$ cat src/rtl/tbeq_pkg.sv
// ----------------------------------------------------------------------------
// tbeq_pkg
// Shared types and codes for the touch and button event qualifier.
// ----------------------------------------------------------------------------
package tbeq_pkg;

  localparam int NUM_BUTTONS = 3;
  localparam int NUM_SLOTS   = 5;

  localparam int TIME_W  = 32;
  localparam int COORD_W = 16;
  localparam int DEB_W   = 16;
  localparam int IDLE_W  = 31;
  localparam int KIND_W  = 3;
  localparam int BTN_W   = 2;
  localparam int ADDR_W  = 2;

  localparam int IN_DATA_W  = 104;
  localparam int OUT_DATA_W = 72;

  // event kinds
  localparam logic [KIND_W-1:0] EV_TOUCH_DOWN = 3'd0;
  localparam logic [KIND_W-1:0] EV_TOUCH_MOVE = 3'd1;
  localparam logic [KIND_W-1:0] EV_TOUCH_UP   = 3'd2;
  localparam logic [KIND_W-1:0] EV_NAV_UP     = 3'd3;
  localparam logic [KIND_W-1:0] EV_NAV_DOWN   = 3'd4;
  localparam logic [KIND_W-1:0] EV_BACK       = 3'd5;
  localparam logic [KIND_W-1:0] EV_IDLE       = 3'd6;

  // button positions
  localparam int BTN_NAV_UP = 0;
  localparam int BTN_MID    = 1;
  localparam int BTN_NAV_DN = 2;

  // event slots within one item, in emission order
  localparam int SLOT_TOUCH   = 0;
  localparam int SLOT_NAV_UP  = 1;
  localparam int SLOT_BACK    = 2;
  localparam int SLOT_NAV_DN  = 3;
  localparam int SLOT_IDLE    = 4;

  // register indexes
  localparam logic [ADDR_W-1:0] REG_TOUCH_DEB = 2'd0;
  localparam logic [ADDR_W-1:0] REG_BTN_DEB   = 2'd1;
  localparam logic [ADDR_W-1:0] REG_LONG_PRESS = 2'd2;
  localparam logic [ADDR_W-1:0] REG_IDLE_TO   = 2'd3;

  localparam logic [DEB_W-1:0]  TOUCH_DEB_RST  = 16'd150;
  localparam logic [DEB_W-1:0]  BTN_DEB_RST    = 16'd30;
  localparam logic [DEB_W-1:0]  LONG_PRESS_RST = 16'd3000;
  localparam logic [IDLE_W-1:0] IDLE_TO_RST    = 31'd60000;

  typedef struct packed {
    logic [DEB_W-1:0]  touch_debounce_ms;
    logic [DEB_W-1:0]  button_debounce_ms;
    logic [DEB_W-1:0]  long_press_ms;
    logic [IDLE_W-1:0] idle_timeout_ms;
  } tbeq_cfg_t;

  typedef struct packed {
    logic [TIME_W-1:0]         now_ms;
    logic                      touch_valid;
    logic                      touch_pressed;
    logic signed [COORD_W-1:0] touch_x;
    logic signed [COORD_W-1:0] touch_y;
    logic [NUM_BUTTONS-1:0]    btn_level;
    logic                      arm_suppress;
    logic [TIME_W-1:0]         suppress_until;
  } tbeq_item_t;

  typedef struct packed {
    logic [NUM_SLOTS-1:0]      mask;
    logic [KIND_W-1:0]         touch_kind;
    logic signed [COORD_W-1:0] x;
    logic signed [COORD_W-1:0] y;
    logic [TIME_W-1:0]         time_ms;
  } tbeq_bundle_t;

endpackage

$ cat src/rtl/tbeq_core.sv
// ----------------------------------------------------------------------------
// tbeq_core
// Input register, qualifier state and the single-pass event logic.
// ----------------------------------------------------------------------------
module tbeq_core import tbeq_pkg::*; (
  input  logic         clk,
  input  logic         rst_n,
  input  tbeq_cfg_t    cfg,
  input  logic         in_vld,
  output logic         in_rdy,
  input  tbeq_item_t   in_item,
  input  logic         bnd_rdy,
  output logic         bnd_ld,
  output tbeq_bundle_t bnd
);

  logic       inq_vld_r, inq_vld_nxt;
  tbeq_item_t inq_r;
  logic       adv;

  logic                      held_r, held_nxt;
  logic signed [COORD_W-1:0] hx_r, hx_nxt, hy_r, hy_nxt;
  logic [TIME_W-1:0]         rel_r, rel_nxt;
  logic [TIME_W-1:0]         sd_r, sd_nxt;
  logic [NUM_BUTTONS-1:0]    bst_r, bst_nxt;
  logic [TIME_W-1:0]         bct_r [NUM_BUTTONS];
  logic [TIME_W-1:0]         bct_nxt [NUM_BUTTONS];
  logic [TIME_W-1:0]         mid_r, mid_nxt;
  logic [TIME_W-1:0]         act_r, act_nxt;
  logic                      idle_r, idle_nxt;

  logic [TIME_W-1:0]      now, sd, sdiff, wdiff, mdiff, idiff, act_eff;
  logic [TIME_W-1:0]      bdiff [NUM_BUTTONS];
  logic [NUM_BUTTONS-1:0] chg;
  logic                   sup, tact, win;
  logic                   t_down, t_move, t_up, any_act, sent_eff;
  logic                   ev_back, ev_nav_up, ev_nav_dn, ev_idle;

  assign in_rdy = !inq_vld_r || bnd_rdy;
  assign adv    = inq_vld_r && bnd_rdy;
  assign now    = inq_r.now_ms;

  always_comb begin
    inq_vld_nxt = inq_vld_r;
    if (in_vld && in_rdy) begin
      inq_vld_nxt = 1'b1;
    end else if (adv) begin
      inq_vld_nxt = 1'b0;
    end
  end

  always_comb begin
    sd    = inq_r.arm_suppress ? inq_r.suppress_until : sd_r;
    sdiff = now - sd;
    sup   = (sd != '0) && sdiff[TIME_W-1];
    tact  = inq_r.touch_valid && !sup;
    wdiff = now - rel_r;
    win   = wdiff < {{(TIME_W-DEB_W){1'b0}}, cfg.touch_debounce_ms};

    t_down = tact && inq_r.touch_pressed && !held_r && !win;
    t_move = tact && inq_r.touch_pressed && held_r &&
             ((inq_r.touch_x != hx_r) || (inq_r.touch_y != hy_r));
    t_up   = tact && !inq_r.touch_pressed && held_r;

    for (int i = 0; i < NUM_BUTTONS; i++) begin
      bdiff[i] = now - bct_r[i];
      chg[i]   = (inq_r.btn_level[i] != bst_r[i]) &&
                 (bdiff[i] >= {{(TIME_W-DEB_W){1'b0}}, cfg.button_debounce_ms});
    end

    mdiff     = now - mid_r;
    ev_back   = chg[BTN_MID] && !inq_r.btn_level[BTN_MID] &&
                (mdiff < {{(TIME_W-DEB_W){1'b0}}, cfg.long_press_ms});
    ev_nav_up = chg[BTN_NAV_UP] && inq_r.btn_level[BTN_NAV_UP];
    ev_nav_dn = chg[BTN_NAV_DN] && inq_r.btn_level[BTN_NAV_DN];

    any_act  = t_down || t_move || t_up || (|chg);
    act_eff  = any_act ? now : act_r;
    sent_eff = any_act ? 1'b0 : idle_r;
    idiff    = now - act_eff;
    ev_idle  = !sent_eff && !idiff[TIME_W-1] &&
               (idiff[IDLE_W-1:0] >= cfg.idle_timeout_ms);

    held_nxt = held_r;
    if (inq_r.touch_valid && sup) begin
      held_nxt = 1'b0;
    end else if (t_down) begin
      held_nxt = 1'b1;
    end else if (t_up) begin
      held_nxt = 1'b0;
    end
    hx_nxt  = (t_down || t_move) ? inq_r.touch_x : hx_r;
    hy_nxt  = (t_down || t_move) ? inq_r.touch_y : hy_r;
    rel_nxt = t_up ? now : rel_r;
    sd_nxt  = tact ? '0 : sd;
    for (int i = 0; i < NUM_BUTTONS; i++) begin
      bst_nxt[i] = chg[i] ? inq_r.btn_level[i] : bst_r[i];
      bct_nxt[i] = chg[i] ? now : bct_r[i];
    end
    mid_nxt  = (chg[BTN_MID] && inq_r.btn_level[BTN_MID]) ? now : mid_r;
    act_nxt  = act_eff;
    idle_nxt = ev_idle || sent_eff;

    bnd.mask = '0;
    bnd.mask[SLOT_TOUCH]  = t_down || t_move || t_up;
    bnd.mask[SLOT_NAV_UP] = ev_nav_up;
    bnd.mask[SLOT_BACK]   = ev_back;
    bnd.mask[SLOT_NAV_DN] = ev_nav_dn;
    bnd.mask[SLOT_IDLE]   = ev_idle;
    priority if (t_down) begin
      bnd.touch_kind = EV_TOUCH_DOWN;
    end else if (t_move) begin
      bnd.touch_kind = EV_TOUCH_MOVE;
    end else begin
      bnd.touch_kind = EV_TOUCH_UP;
    end
    bnd.x       = t_up ? hx_r : inq_r.touch_x;
    bnd.y       = t_up ? hy_r : inq_r.touch_y;
    bnd.time_ms = now;
  end

  assign bnd_ld = adv;

  always_ff @(posedge clk) begin
    if (!rst_n) begin
      inq_vld_r <= 1'b0;
    end else begin
      inq_vld_r <= inq_vld_nxt;
    end
    if (in_vld && in_rdy) begin
      inq_r <= in_item;
    end
  end

  always_ff @(posedge clk) begin
    if (!rst_n) begin
      held_r <= 1'b0;
      hx_r   <= '0;
      hy_r   <= '0;
      rel_r  <= '0;
      sd_r   <= '0;
      bst_r  <= '0;
      for (int i = 0; i < NUM_BUTTONS; i++) begin
        bct_r[i] <= '0;
      end
      mid_r  <= '0;
      act_r  <= '0;
      idle_r <= 1'b0;
    end else if (adv) begin
      held_r <= held_nxt;
      hx_r   <= hx_nxt;
      hy_r   <= hy_nxt;
      rel_r  <= rel_nxt;
      sd_r   <= sd_nxt;
      bst_r  <= bst_nxt;
      for (int i = 0; i < NUM_BUTTONS; i++) begin
        bct_r[i] <= bct_nxt[i];
      end
      mid_r  <= mid_nxt;
      act_r  <= act_nxt;
      idle_r <= idle_nxt;
    end
  end

  a_idle_marks_sent: assert property (@(posedge clk) disable iff (!rst_n)
    adv && ev_idle |=> idle_r)
    else $error("idle event without idle_sent");

  a_act_time: assert property (@(posedge clk) disable iff (!rst_n)
    adv && any_act |=> act_r == $past(now))
    else $error("activity time not taken from item");

  a_up_releases: assert property (@(posedge clk) disable iff (!rst_n)
    adv && t_up |=> !held_r && rel_r == $past(now))
    else $error("touch up left contact held");

endmodule

$ cat src/rtl/tbeq_ser.sv
// ----------------------------------------------------------------------------
// tbeq_ser
// Event register: holds the events of one item and emits them in order.
// ----------------------------------------------------------------------------
module tbeq_ser import tbeq_pkg::*; (
  input  logic                  clk,
  input  logic                  rst_n,
  input  logic                  bnd_ld,
  input  tbeq_bundle_t          bnd,
  output logic                  bnd_rdy,
  output logic                  out_tvalid,
  input  logic                  out_tready,
  output logic [OUT_DATA_W-1:0] out_tdata,
  output logic [KIND_W-1:0]     out_tuser,
  output logic                  out_tlast
);

  logic [NUM_SLOTS-1:0]      mask_r, mask_nxt, cur, rest;
  logic [KIND_W-1:0]         tkind_r;
  logic signed [COORD_W-1:0] x_r, y_r;
  logic [TIME_W-1:0]         time_r;
  logic [KIND_W-1:0]         kind;
  logic [BTN_W-1:0]          btn;
  logic signed [COORD_W-1:0] ex, ey;

  assign cur        = mask_r & (~mask_r + NUM_SLOTS'(1));
  assign rest       = mask_r & ~cur;
  assign out_tvalid = |mask_r;
  assign out_tlast  = (rest == '0);
  assign bnd_rdy    = (mask_r == '0) || (out_tready && out_tlast);

  always_comb begin
    kind = EV_IDLE;
    btn  = '0;
    ex   = '0;
    ey   = '0;
    priority if (cur[SLOT_TOUCH]) begin
      kind = tkind_r;
      ex   = x_r;
      ey   = y_r;
    end else if (cur[SLOT_NAV_UP]) begin
      kind = EV_NAV_UP;
      btn  = BTN_W'(BTN_NAV_UP);
    end else if (cur[SLOT_BACK]) begin
      kind = EV_BACK;
    end else if (cur[SLOT_NAV_DN]) begin
      kind = EV_NAV_DOWN;
      btn  = BTN_W'(BTN_NAV_DN);
    end else begin
      kind = EV_IDLE;
    end
  end

  // tdata: event_x, event_y, button_index, event_time_ms, zero fill
  assign out_tdata = {6'b0, time_r, btn, ey, ex};
  assign out_tuser = kind;

  always_comb begin
    mask_nxt = mask_r;
    if (bnd_ld) begin
      mask_nxt = bnd.mask;
    end else if (out_tvalid && out_tready) begin
      mask_nxt = rest;
    end
  end

  always_ff @(posedge clk) begin
    if (!rst_n) begin
      mask_r <= '0;
    end else begin
      mask_r <= mask_nxt;
    end
    if (bnd_ld) begin
      tkind_r <= bnd.touch_kind;
      x_r     <= bnd.x;
      y_r     <= bnd.y;
      time_r  <= bnd.time_ms;
    end
  end

  a_load_when_free: assert property (@(posedge clk) disable iff (!rst_n)
    bnd_ld && out_tvalid |-> out_tready && out_tlast)
    else $error("event register overwritten");

  a_load_shows: assert property (@(posedge clk) disable iff (!rst_n)
    bnd_ld && (bnd.mask != '0) |=> out_tvalid && time_r == $past(bnd.time_ms))
    else $error("loaded events not presented");

endmodule

$ cat src/rtl/touch_button_event_qualifier_unit.sv
// ----------------------------------------------------------------------------
// touch_button_event_qualifier_unit
// Turns ticks of raw touch and button input into qualified events.
// ----------------------------------------------------------------------------
// One tick enters on the in_ stream. It is held in an input register, then
// evaluated combinationally against the touch, button, suppression and idle
// state; the events it causes (up to five) land in an event register and
// leave on the out_ stream one per cycle while out_tready is high, in the
// order touch, nav up, back, nav down, idle, with tlast on the final event
// of the tick. A tick with no event produces nothing on the output.
// A tick passes through the input register and then the event register
// before its first event appears. With out_tready held high, ticks with at
// most one event each are taken one per cycle.
// A new tick is accepted while the previous events are still being drained.
// When the receiver stalls, the event register holds and the input register
// fills, after which in_tready drops.
// Reset (synchronous, rst_n low) clears all state and loads the register
// defaults: 150, 30, 3000, 60000 ms. Write cfg_ only while idle.
// ----------------------------------------------------------------------------
module touch_button_event_qualifier_unit import tbeq_pkg::*; (
  input  logic                  clk,
  input  logic                  rst_n,
  input  logic                  in_tvalid,
  output logic                  in_tready,
  // now_ms, touch_valid, touch_pressed, touch_x, touch_y, btn_up_level,
  // btn_mid_level, btn_down_level, arm_suppress, suppress_until, zero fill
  input  logic [IN_DATA_W-1:0]  in_tdata,
  output logic                  out_tvalid,
  input  logic                  out_tready,
  // event_x, event_y, button_index, event_time_ms, zero fill
  output logic [OUT_DATA_W-1:0] out_tdata,
  // event_kind
  output logic [KIND_W-1:0]     out_tuser,
  output logic                  out_tlast,
  input  logic                  cfg_we,
  input  logic [ADDR_W-1:0]     cfg_addr,
  input  logic [IDLE_W-1:0]     cfg_wdata
);

  tbeq_cfg_t    cfg_r, cfg_nxt;
  tbeq_item_t   item;
  tbeq_bundle_t bnd;
  logic         bnd_ld, bnd_rdy;

  always_comb begin
    cfg_nxt = cfg_r;
    if (cfg_we) begin
      unique case (cfg_addr)
        REG_TOUCH_DEB:  cfg_nxt.touch_debounce_ms  = cfg_wdata[DEB_W-1:0];
        REG_BTN_DEB:    cfg_nxt.button_debounce_ms = cfg_wdata[DEB_W-1:0];
        REG_LONG_PRESS: cfg_nxt.long_press_ms      = cfg_wdata[DEB_W-1:0];
        REG_IDLE_TO:    cfg_nxt.idle_timeout_ms    = cfg_wdata;
        default:        cfg_nxt = cfg_r;
      endcase
    end
  end

  always_ff @(posedge clk) begin
    if (!rst_n) begin
      cfg_r.touch_debounce_ms  <= TOUCH_DEB_RST;
      cfg_r.button_debounce_ms <= BTN_DEB_RST;
      cfg_r.long_press_ms      <= LONG_PRESS_RST;
      cfg_r.idle_timeout_ms    <= IDLE_TO_RST;
    end else begin
      cfg_r <= cfg_nxt;
    end
  end

  always_comb begin
    item.now_ms         = in_tdata[31:0];
    item.touch_valid    = in_tdata[32];
    item.touch_pressed  = in_tdata[33];
    item.touch_x        = in_tdata[49:34];
    item.touch_y        = in_tdata[65:50];
    item.btn_level      = in_tdata[68:66];
    item.arm_suppress   = in_tdata[69];
    item.suppress_until = in_tdata[101:70];
  end

  tbeq_core u_core (
    .clk     (clk),
    .rst_n   (rst_n),
    .cfg     (cfg_r),
    .in_vld  (in_tvalid),
    .in_rdy  (in_tready),
    .in_item (item),
    .bnd_rdy (bnd_rdy),
    .bnd_ld  (bnd_ld),
    .bnd     (bnd)
  );

  tbeq_ser u_ser (
    .clk        (clk),
    .rst_n      (rst_n),
    .bnd_ld     (bnd_ld),
    .bnd        (bnd),
    .bnd_rdy    (bnd_rdy),
    .out_tvalid (out_tvalid),
    .out_tready (out_tready),
    .out_tdata  (out_tdata),
    .out_tuser  (out_tuser),
    .out_tlast  (out_tlast)
  );

endmodule
$ cat config.mk
export PLATFORM = sky130hd
export DESIGN_NAME = touch_button_event_qualifier_unit
export DESIGN_NICKNAME = d
export VERILOG_FILES = /design/src/rtl/tbeq_pkg.sv /design/src/rtl/tbeq_core.sv /design/src/rtl/tbeq_ser.sv /design/src/rtl/touch_button_event_qualifier_unit.sv
export SDC_FILE = /design/constraint.sdc
export NUM_CORES = 1
export LEC_CHECK = 0
export BUFFER_PORTS_ARGS = -buffer_cell sky130_fd_sc_hd__buf_2
export CORE_UTILIZATION = 40
export DETAILED_ROUTE_END_ITERATION = 8
export PLACE_DENSITY = 0.59
export SETUP_SLACK_MARGIN = 0.02
export SLEW_MARGIN = 20
export SYNTH_ARGS = -nofsm -noshare
export SYNTH_HDL_FRONTEND = slang
export SYNTH_SLANG_ARGS = --single-unit
export TNS_END_PERCENT = 5
$ cat constraint.sdc
create_clock -name clk -period 11.7 [get_ports clk]
set_input_delay 1.17 -clock clk [delete_from_list [all_inputs] [get_ports clk]]
set_output_delay 1.17 -clock clk [all_outputs]
set_load 0.01 [all_outputs]
After elaboration in Yosys (flattened, before gate mapping)
Memory sizes are Yosys's and may differ from the RTL's.
Index checks and enable logic that the tools add are counted.
Widths: inputs -> output; s select.
{"block": "word_totals", "ff_bits": 419, "mem_bits_rw": 96, "inputBits": 142, "out_inout_bits": 78, "word_cells": 152, "mem_count": 1}
{"block": "classes", "add_sub_neg": 8, "n_lt_le_gt_ge": 6, "eq_ne": 8, "muxes": 34, "n_bitwise": 7, "reduce_logical": 59}
{"name": "u_core.bct_r", "depth": 3, "width": 32, "rd": 3, "rd_clocked_by_memory_dff": 0, "write_ports": 3, "line_no": "tbeq_core.sv:26", "rtl": "logic [TIME_W-1:0] bct_r [NUM_BUTTONS];"}
{"op": "$mux 32", "n": 9}
{"op": "$sub 32x32->32", "n": 7}
{"op": "$ge 32x16->1", "n": 3}
{"op": "$lt 32x16->1", "n": 2}
{"op": "$mux 16", "n": 4}
{"op": "$ne 16x16->1", "n": 2}
{"op": "$reduce_bool 32->1", "n": 1}
{"op": "$ge 31x31->1", "n": 1}
{"op": "$logic_and 1x1->1", "n": 24}
{"op": "$reduce_and 2->1", "n": 11}
{"op": "$mux 2", "n": 6}
{"op": "$and 5x5->5", "n": 2}
{"op": "$logic_not 5->1", "n": 2}
{"op": "$mux 1", "n": 10}
{"op": "$mux 5", "n": 2}
{"op": "$not 5->5", "n": 2}
{"op": "$mux 3", "n": 3}
{"op": "$logic_not 1->1", "n": 8}
{"op": "$logic_or 1x1->1", "n": 7}
{"op": "$add 5x1->5 const B", "n": 1}
{"op": "$reduce_or 5->1", "n": 1}
{"op": "$eq 2x2->1 const B", "n": 2}
{"op": "$reduce_bool 2->1", "n": 2}
{"op": "$ne 1x1->1", "n": 3}
{"op": "other kinds (5)", "n": 7}

Longest topological paths before layout
Gate-level depths: netlist of the first run.
{"block": "depth", "depth_word": 17, "depth_mapped": 50, "ltp_nobuf": 50}

Cells and area by module
Synthesis of the first run repeated with hierarchy kept, for this count alone.
{"block": "hier_totals", "cells_unflattened": 3621, "hier_area_um2": 34429.3}
{"mod": "tbeq_core", "n_inst": 1, "cells_per_inst": 3147, "area_each_um2": 28645.0, "seq_area_each_um2": 9268.9}
{"mod": "touch_button_event_qualifier_unit", "n_inst": 1, "cells_per_inst": 312, "area_each_um2": 3140.5, "seq_area_each_um2": 1581.5}
{"mod": "tbeq_ser", "n_inst": 1, "cells_per_inst": 162, "area_each_um2": 2643.8, "seq_area_each_um2": 2112.0}

Least setup slack after synthesis of the first run
No wires, ideal clock.
{"block": "synth_path", "path_type": "reg2reg", "from": "register u_core.inq_r (netlist bit u_core.now[0])", "to": "register u_core.idle_r", "setup_time_ns": 0.133, "arrival_time_ns": 8.894, "required_time_ns": 11.567, "path_slack_ns": 2.673, "path_stages_with_launch": 49, "path_buffers": 1, "period_less_slack_ns": 9.027, "cell_sequence": "edfxtp_1 inv_1 ha_1 inv_1 fa_1 a211oi_1 o211ai_1 a221oi_2 o21ai_1 xor2_1 ha_1 a21oi_1 o22ai_1 or4_1 nor4_1 nand4_1 nor4_1 nand4_1 (+13 left out) a31oi_1 o21ai_0 nand2b_1 a21oi_1 xnor2_1 ha_1 a21o_1 a21oi_1 nor2b_1 o21ai_0 nand2b_1 a21oi_1 o2111ai_1 o221ai_1 a21oi_1 nor4b_1 nand4_1 o221ai_1"}
{"block": "synth_via", "elab_chain_len": 16, "word_cells_on_any_way": 36, "classes_between": "6 x add/sub; 5 x order compare; 2 x mux; 23 x reduce/logical"}
{"item": "start, declared", "line_no": "tbeq_core.sv:18", "rtl": "tbeq_item_t inq_r;"}
{"item": "start signal, assigned", "line_no": "tbeq_core.sv:131", "rtl": "inq_r <= in_item;"}
{"item": "branches (longest 10 deep; another with $sub 32x32->32)"}
{"item": "$mux 32 (*)", "line_no": "tbeq_core.sv:78", "rtl": "act_eff = any_act ? now : act_r;"}
{"item": "via u_core.act_eff[0]", "line_no": "tbeq_core.sv:32", "rtl": "logic [TIME_W-1:0] now, sd, sdiff, wdiff, mdiff, idiff, act_eff;"}
{"item": "$sub 32x32->32 (*)", "line_no": "tbeq_core.sv:80", "rtl": "idiff = now - act_eff;"}
{"item": "branches (longest 2 deep; another with $ge 31x31->1)"}
{"item": "$logic_and 1x1->1 (*)", "line_no": "tbeq_core.sv:81", "rtl": "ev_idle = !sent_eff && !idiff[TIME_W-1] &&"}
{"item": "$logic_or 1x1->1 (*)", "line_no": "tbeq_core.sv:102", "rtl": "idle_nxt = ev_idle || sent_eff;"}
{"item": "end signal, assigned", "line_no": "tbeq_core.sv:161", "rtl": "idle_r <= idle_nxt;"}
{"item": "end, declared", "line_no": "tbeq_core.sv:30", "rtl": "logic idle_r, idle_nxt;"}
Mark *: on every way through the listed nets, which the timed path passes.
A chain may end at the register's enable or synchronous reset.

Worst setup path in the final report of the first run
{"block": "layout_path", "from": "register u_core.inq_r (netlist bit u_core.now[7])", "to": "register u_ser.mask_r[4]"}
{"block": "layout_via", "elab_chain_len": 16, "word_cells_on_any_way": 36, "classes_between": "6 x add/sub; 5 x order compare; 3 x mux; 22 x reduce/logical"}
{"item": "branches (longest 9 deep; another with $sub 32x32->32)"}
{"item": "$logic_or 1x1->1 (*)", "line_no": "tbeq_core.sv:77", "rtl": "any_act = t_down || t_move || t_up || (|chg);"}
{"item": "$mux 32 (*)", "line_no": "tbeq_core.sv:78"}
{"item": "via u_core.act_eff[0]", "line_no": "tbeq_core.sv:32"}
{"item": "$sub 32x32->32 (*)", "line_no": "tbeq_core.sv:80"}
{"item": "branches (longest 2 deep; another with $ge 31x31->1)"}
{"item": "$logic_and 1x1->1 (*)", "line_no": "tbeq_core.sv:81"}
{"item": "$mux 5 (*)", "line_no": "tbeq_ser.sv:60", "rtl": "if (bnd_ld) begin"}
{"item": "end signal, assigned", "line_no": "tbeq_ser.sv:71", "rtl": "mask_r <= mask_nxt;"}
{"item": "end, declared", "line_no": "tbeq_ser.sv:18", "rtl": "logic [NUM_SLOTS-1:0] mask_r, mask_nxt, cur, rest;"}
Marked as above.

==> summary by stage, run 1 <==
Outcome
The flow ran to the end, and the final reports show no timing, DRC or antenna violations.

STA
The final number of max-transition violations is 0. The sum of negative setup slack is 0 ps. The worst setup slack after layout is approximately 820 ps. Hold timing on the final database bottoms out at a slack of roughly 460 ps. The final period utilization is 0.930. The worst-margin pin slew is 1010 ps. On the final layout, the worst clock skew is slightly below 70 ps. The number of hold-slack violations in the final timing report came to 0. After layout, the minimum clock period comes to approximately 11000 ps. The final count of negative-setup-slack endpoints is 0.

For this run, the top clock speed supported by timing is between 0.09 and 0.1 GHz. Headroom to the max-slew limit came out at 0.324. Setup repair after global routing left no endpoint under its margin.

Worst setup path
Together, buffers and inverters on the worst path number 2. Data arrives at the worst endpoint at 11440 ps. The most repeated library cell on the critical path is sky130_fd_sc_hd__o21ai_0. The kind of capture point of the worst setup path is a flop.

The worst stage delay on the critical path is 530 ps. Grouping stages by cell kind, the critical path spends the most delay in compound AO/OA/AOI/OAI gates. At the worst endpoint, the required time is 12270 ps. The maximum fanout along the worst path is 8. The path type of the worst setup path is flop to flop.

The kind of start point of the critical path is a flop. The largest individual stage delay along the critical path comes from the cell sky130_fd_sc_hd__edfxtp_1.

Routing
The number of search-and-repair iterations in the first detailed-routing pass is 6. For this run, design rule violations remaining after detail routing come to 0. The number of DRC markers in iteration 0 is just over 2000. The detail-routed via count per cell is between 5 and 6. The average routed wire per standard cell is 21.2 um. For this block, the routed nets add up to between 100000 and 150000 um of wire. The number of routed nets with antenna violations is 0. The via count is around 28000.

Synth
The simple-gate share of the synthesized area is 0.165. The number of warning messages in the yosys log is 0. Counting flops with an async set or reset pin after synthesis yields a share of 0. The most used flip-flop cell after synthesis is sky130_fd_sc_hd__edfxtp_1.

The share of the synthesized area in compound gates (AO/OA/AOI/OAI) is 0.182. Of the synthesized area, sequential elements account for 0.382. The post-synthesis cell area is approximately 0.034 sq mm. The number of flops mapped to enable cells by yosys is between 200 and 300. Measured against the total synthesized area, the mux share comes to 0.0558. Of the total synthesized cell area, the portion taken by full adders, half adders and majority gates is 0.124.

Synthesis handed over a netlist of between 3000 and 4000 instances. The xor-xnor portion of the synthesized cell area is 0.0385. The combinational family with the most area after synthesis is compound AO/OA/AOI/OAI gates. In this run, synthesis produced a sequential element count of ~510. The post-synthesis cell type count is 90. Each instance of the synthesized netlist takes up on average roughly 9 sq um.

CTS
No sink is reached through more buffers than the 3 on the longest clock path. The clock tree from TritonCTS is yes. For this design, the sink count on the clock tree is 514.

The clock root buffer is sky130_fd_sc_hd__clkbuf_16. The number of buffers inserted during clock tree synthesis is 58. The post-CTS clock slew at the launch and capture registers of the worst setup and hold paths is roughly 70 ps. For the worst-skew pair, the clock arrives at the later sink with an insertion delay of 670 ps. The H-tree depth is 2.

Power
The share of total power dissipated in the clock network is 0.369. The analysis attributes to net switching a power of 1.64 mW. Cell internal power was estimated by the tool at about 3.6 mW. The total power per unit cell area is approximately 140 mW/mm^2. The share of total power dissipated in combinational logic is 0.242. Across the VDD grid, the largest voltage drop is between 0.0001 and 0.00015 V. The analysis attributes to cell leakage a power of roughly 16 nW. Of the total power, registers draw 0.390. Of the total power, the share spent switching nets is 0.311.

Place
The post-DP HPWL is a little over 80000 um. After detailed placement, the total cell area comes to between 0.03 and 0.04 sq mm. The worst-case setup slack after placement is around 420 ps. Input and output buffers added on the ports amount to 210.

The congestion estimate from routability-driven global placement came to roughly 0.96. In this run, placement finished with an instance count of around 5000.

Die
The number of core rows is between 100 and 150. The count of pins on the block boundary is 220. The starting density of the core is 0.405. The die height is 293 um. The die area is around 0.086 sq mm. The area of the core region is ~0.084 sq mm.

The die boundary width is between 200 and 300 um.

Global route
Entering global routing, the biggest net connects 212 pins. The first-pass GRT wire length is about 160000 um. For this run, the total global-route usage over all layers was measured as 0.247. The via count of the first global-routing pass is approximately 26000. The initial antenna violation count came to 9. The remaining global-route overflow is 0.

Final layout
After routing the design area is 0.0384 sq mm. The finished layout holds approximately 5100 standard cells, fillers aside. The net count reported at finish is 4393. Of the cells placed in the final design, the portion with a size suffix greater than 1 is 0.116. The fill cell total of the finished layout is between 8000 and 9000.

The layout overhead on the synthesized area is 13.3%.

Hold path
The class of the worst hold path is flop to flop.

Job
The number of max-cap violations is 0.
[cell usage in the layout, fill, tap and decap left out, drive strengths merged, types with 76 or more instances in the layout]
cell    count
dfxtp     250
nor2b      99
nand2     472
o21ai     166
xor2       76
ha        326
a21boi    139
a21oi     244
clkbuf     77
edfxtp    264
nor2      166
mux2i     146
buf       281
inv       298
[what timing repair did]
action	4_1_cts	5_1_grt
hold buffers	0	0
endpoints found under the setup margin	0	2
setup buffers	0	2
gates resized for setup	0	6
[tightest hold or removal path, cell delays in order, from the launching register on]
cell and delay, ps:
sky130_fd_sc_hd__dfxtp_1 310, sky130_fd_sc_hd__nand2_1 50, sky130_fd_sc_hd__mux2i_1 50
[final cells by class]
| cell class | count | area [sq um] | area share |
|---|---|---|---|
| multi-input combinational | 2766 | 19300 | 0.502 |
| clock inverter | 33 | 412 | 0.0107 |
| timing repair buffer | 282 | 1610 | 0.0420 |
| inverter | 297 | 1120 | 0.0291 |
| sequential | 514 | 12900 | 0.337 |
| antenna | 2 | 5.00 | 0.000130 |
| clock buffer | 76 | 1630 | 0.0425 |
| tap | 1134 | 1420 | 0.0370 |
[power groups by stage]
stage	clock network [mW]	registers (mW)	logic, mW
global route	2.05	2.07	1.42
detailed placement	0	2.10	1.25
finish	1.95	2.06	1.28
floorplan	0	2.08	0.895
global placement	0	2.10	1.25
CTS	1.98	2.06	1.26
[metal layers]
layer	vias up	track usage	wire [um]
met5	-	0	0
met1	13500	0.328	48100
met2	786	0.416	51200
met3	142	0.0267	5440
li1	13800	-	-
met4	0	0.0821	3560
[flip-flops by register name, summed over array words and instances (netlist names)]
register and cells:
u_core.inq_vld_r 1, u_ser.x_r 16, u_core.hx_r 16, u_core.bst_r 3, u_core.mid_r 32, u_core.inq_r 70, u_ser.y_r 16, u_core.rel_r 32
u_core.act_r 32, u_core.now 32, u_core.sd_r 32, cfg_r 79, u_ser.mask_r 5, u_ser.tkind_r 2, u_ser.time_r 32, u_core.bct_r 96
u_core.hy_r 16, u_core.idle_r 1, u_core.held_r 1
[worst paths after layout]
kind,from,end,slack (ps),depth (start not counted)
worst min-delay path,u_core.act_r[5],u_core.act_r[5],460,2
worst max register to register,u_core.now[7],u_ser.mask_r[4],820,45
worst min register to register,u_core.act_r[5],u_core.act_r[5],460,2
worst max-delay path,u_core.now[7],u_ser.mask_r[4],820,45
[kinds of logic (layout without fill, tap and decap cells)]
kind of cell               after synthesis  after routing
adders and majority gates              333            333
DFF                                    514            514
AOI/OAI and AO/OA                      935            935
xor gates and xnor gates               149            149
other                                    1              9
and+or+nand+nor                       1158           1158
muxes                                  184            184
buffers and inverters                  452            688
[synth_stat cells, types with 63 or more instances]
library cell               number  area [sq um]
sky130_fd_sc_hd__clkbuf_1     126           473
sky130_fd_sc_hd__nor3_1        63           315
sky130_fd_sc_hd__xor2_1        76           666
sky130_fd_sc_hd__nor2_1       166           623
sky130_fd_sc_hd__edfxtp_1     264          7930
sky130_fd_sc_hd__a21oi_1      244          1220
sky130_fd_sc_hd__nor2b_1       98           613
sky130_fd_sc_hd__mux2i_1      146          1460
sky130_fd_sc_hd__nand2_1      472          1770
sky130_fd_sc_hd__o21ai_0      162           811
sky130_fd_sc_hd__inv_1        296          1110
sky130_fd_sc_hd__ha_1         326          4080
sky130_fd_sc_hd__a21o_1        68           510
sky130_fd_sc_hd__dfxtp_1      250          5000
sky130_fd_sc_hd__xnor2_1       73           639
sky130_fd_sc_hd__a21boi_0     138          1040
[metrics by stage]
stage | power, mW | utilization
2_1_floorplan | 2.98 | -
3_3_place_gp | 3.35 | 0.434
3_5_place_dp | 3.35 | 0.434
4_1_cts | 5.31 | 0.458
5_1_grt | 5.54 | 0.459
6_report | 5.29 | 0.459
Note: power is estimated with default switching activity, not from simulation.
==> inputs of run 2 (changes only) <==
- BUFFER_PORTS_ARGS: -buffer_cell sky130_fd_sc_hd__buf_2 -> -buffer_cell sky130_fd_sc_hd__buf_4
==> run 2 against run 1 <==
Against the previous run: cell area is 1.7% higher; global-route usage is 0.32 points higher; combinational power hardly changed; sequential share of layout area is 0.57 points lower; sequential cell count stayed put; cell count hardly changed; register-to-register slack worse by 40 ps; via count is 0.20% lower; die area stayed put; first-iteration DRC count is 2.6% higher.
==> summary by stage, run 2 (synthesis results as in run 1) <==
Worst setup path
The critical path is of the flop to flop type. The maximum fanout along the worst path is 29 (+21). The required arrival time at the worst endpoint is 12200 ps (-70 ps). The standard cell with the maximum stage delay on the critical path is sky130_fd_sc_hd__a2111oi_0. The data arrival at the endpoint of the critical path is 11420 ps (-20 ps). Among cell families on the critical path, the largest total delay comes from compound AO/OA/AOI/OAI gates. The worst setup path is captured at a flop. The worst stage delay on the critical path is 740 ps (+210 ps). In this design, the critical path's most frequently occurring cell is sky130_fd_sc_hd__o21ai_0.

The kind of start point of the critical path is a flop. The worst path buffer plus inverter count is 3 (+1).

Global route
The first-pass GRT wire length is 164000 um (+1.2%). The remaining global-route overflow was 0 (unchanged). The overall track demand over capacity in global routing is 0.250 (+0.00320). The initial antenna violation count is 4 (-5). The largest net degree at the start of global routing is 98 (-54%). The via count of the first global-routing pass is 26500 (+0.16%).

CTS
The H-tree depth is 2 (unchanged). TritonCTS built the clock tree. The post-CTS clock slew at the launch and capture registers of the worst setup and hold paths is 60 ps (about the same).

The number of buffers inserted during clock tree synthesis was 58 (unchanged). The insertion delay of the later-clocked pin in the worst-skew pair is 650 ps (-20 ps). The number of buffers on the longest clock path is 3 (unchanged). The sink count of the clock tree is 514 (unchanged). The root buffer cell chosen for the clock tree is sky130_fd_sc_hd__clkbuf_16.

Power
The clock network power share is 0.379 (+0.010). The reported net switching power is 1.64 mW (about the same). The sequential group share of total power came to 0.381 (-0.009). The total power per unit cell area is 139 mW/mm^2 (+0.65%). The largest vdd supply drop is 0.000123 V (-5.1%). The switching portion of total power was 0.304 (-0.00706). The portion of total power attributed to combinational logic is 0.240 (-0.002). The leakage power is 16.0 nW (+1.5%). The total internal power is 3.77 mW (+3.4%).

Final layout
The most frequent standard cell in the layout excluding fill and tap cells is sky130_fd_sc_hd__nand2_1. The fill cell total of the finished layout was 8053 (-2.0%). The multi-input logic area is 0.0192 sq mm (about the same). Ranked by flip-flop count, first place goes to u_core.bct_r.

The fraction of final layout cells with drive strength greater than 1 is 0.117 (+0.00181). The area of all sequential standard cells came to 0.0129 sq mm (unchanged). From synthesis to final layout, the design area changed by 15.2%. In the final layout, the registers with the most flip-flops are u_core.bct_r (96), cfg_r (79), u_core.inq_r (70). The antenna diode count is 0 (-2). The number of flip-flops under the largest register name is 96 (unchanged). The net count reported at finish is 4399 (+0.14%). The library cells used most frequently in the layout, excluding fill and tap cells, are 472 x sky130_fd_sc_hd__nand2_1, 326 x sky130_fd_sc_hd__ha_1, 295 x sky130_fd_sc_hd__inv_1, 287 x sky130_fd_sc_hd__buf_4, 264 x sky130_fd_sc_hd__edfxtp_1.

STA
The final period utilization is 0.933 (+0.00351). The worst setup slack after layout was 782 ps (-41.1 ps). Setup repair after global routing left no endpoint under its margin. The final number of max-transition violations is 0 (unchanged). The final count of negative-setup-slack endpoints was 0 (unchanged).

The time the worst path needs with I/O delays and setup is 10920 ps (+41.1 ps). The worst-margin pin slew is 1070 ps (+55.1 ps). The relative max-transition margin is 0.287 (-0.0367).

The worst clock skew is 50.5 ps (-18.4 ps). The final hold slack is 459 ps (+2.10 ps). The fmax was 0.0916 GHz (-0.38%). The sum of negative setup slack is 0 ps (unchanged). The number of hold-slack violations in the final timing report was 0 (unchanged).

Place
The weighted congestion reported at the end of routability-driven placement is 0.939 (-2.2%). The post-DP HPWL is 81700 um (+1.2%). The worst-case setup slack after placement is 480 ps (+60.5 ps).

The quantity of I/O buffers inserted on ports is 210 (unchanged).

Routing
The detail-routed via count per cell is 5.50 (-0.30%). The via count is 28100 (-0.20%). The number of DRC violations after detailed routing is 0 (unchanged). The average routed wire per standard cell is 21.4 um (+0.78%). The number of routed nets with antenna violations was 0 (unchanged). The number of DRC markers in iteration 0 is 2109 (+2.6%). The total length of routed wires came to 109000 um (+0.88%). The number of search-and-repair iterations in the first detailed-routing pass is 7 (+1).

Outcome
The flow ran to the end, and the final reports show no timing, DRC or antenna violations.

Die
The starting density of the core is 0.405 (unchanged). The die boundary width is 293 um (unchanged). The die height is 293 um (unchanged). The area of the core region is 0.0837 sq mm (unchanged).

The count of pins on the block boundary was 220 (unchanged). The number of core rows is 106 (unchanged). The die area was 0.0859 sq mm (unchanged).

Hold path
The min-delay analysis places its worst path in the category flop to flop.

Job
The number of max-cap violations was 0 (unchanged).
run 2: path summary, 6_finish.rpt:
kind | from | endpoint | slack [ps] | cells past startpoint
worst max-delay path | u_core.now[1] | u_core.idle_r | 780 | 48
worst min-delay path | u_core.act_r[17] | u_core.act_r[17] | 460 | 2
worst max register to register | u_core.now[1] | u_core.idle_r | 780 | 48
worst min register to register | u_core.act_r[17] | u_core.act_r[17] | 460 | 2
run 2: power by group through the flow:
| stage | logic (mW) | clock network [mW] | registers (mW) |
|---|---|---|---|
| global placement | 1.27 | 0 | 2.10 |
| floorplan | 0.895 | 0 | 2.08 |
| detailed placement | 1.27 | 0 | 2.10 |
| global route | 1.44 | 2.16 | 2.07 |
| finish | 1.30 | 2.05 | 2.06 |
| CTS | 1.28 | 2.09 | 2.06 |
run 2: layer usage:
layer | vias to the layer above | global-route usage | routed length [um]
met4 | 2 | 0.0690 | 3130
met1 | 13500 | 0.335 | 48900
met3 | 159 | 0.0321 | 5200
li1 | 13800 | - | -
met2 | 690 | 0.421 | 51900
met5 | - | 0 | 12
run 2: cell type report:
class | count | share of cell area
inverters | 297 | 0.0286
clock inverters | 30 | 0.0126
multi-input cells | 2766 | 0.493
well taps | 1134 | 0.0363
clock buffers | 80 | 0.0429
flip-flops and latches | 514 | 0.331
repair buffers | 288 | 0.0555
run 2: what timing repair did:
action                                  4_1_cts  5_1_grt
buffers inserted                              0        2
hold endpoints to repair                      0        0
endpoints found under the setup margin        0        2
gates resized for setup                       0        3
hold buffers                                  0        0
run 2: tightest hold or removal path, cell delays in order, from the launching register on:
cell	delay, ps
sky130_fd_sc_hd__dfxtp_1	300
sky130_fd_sc_hd__nand2_1	50
sky130_fd_sc_hd__mux2i_1	50
run 2: through the flow:
stage | total power, mW | utilization | std cells | area (sq um)
after floorplan | 2.98 | - | 3732 | 33900
after global placement | 3.37 | 0.440 | 4997 | 36800
after detailed placement | 3.38 | 0.440 | 4997 | 36800
after CTS | 5.44 | 0.466 | 5107 | 39000
after global routing | 5.67 | 0.467 | 5109 | 39000
final | 5.41 | 0.467 | 5109 | 39000
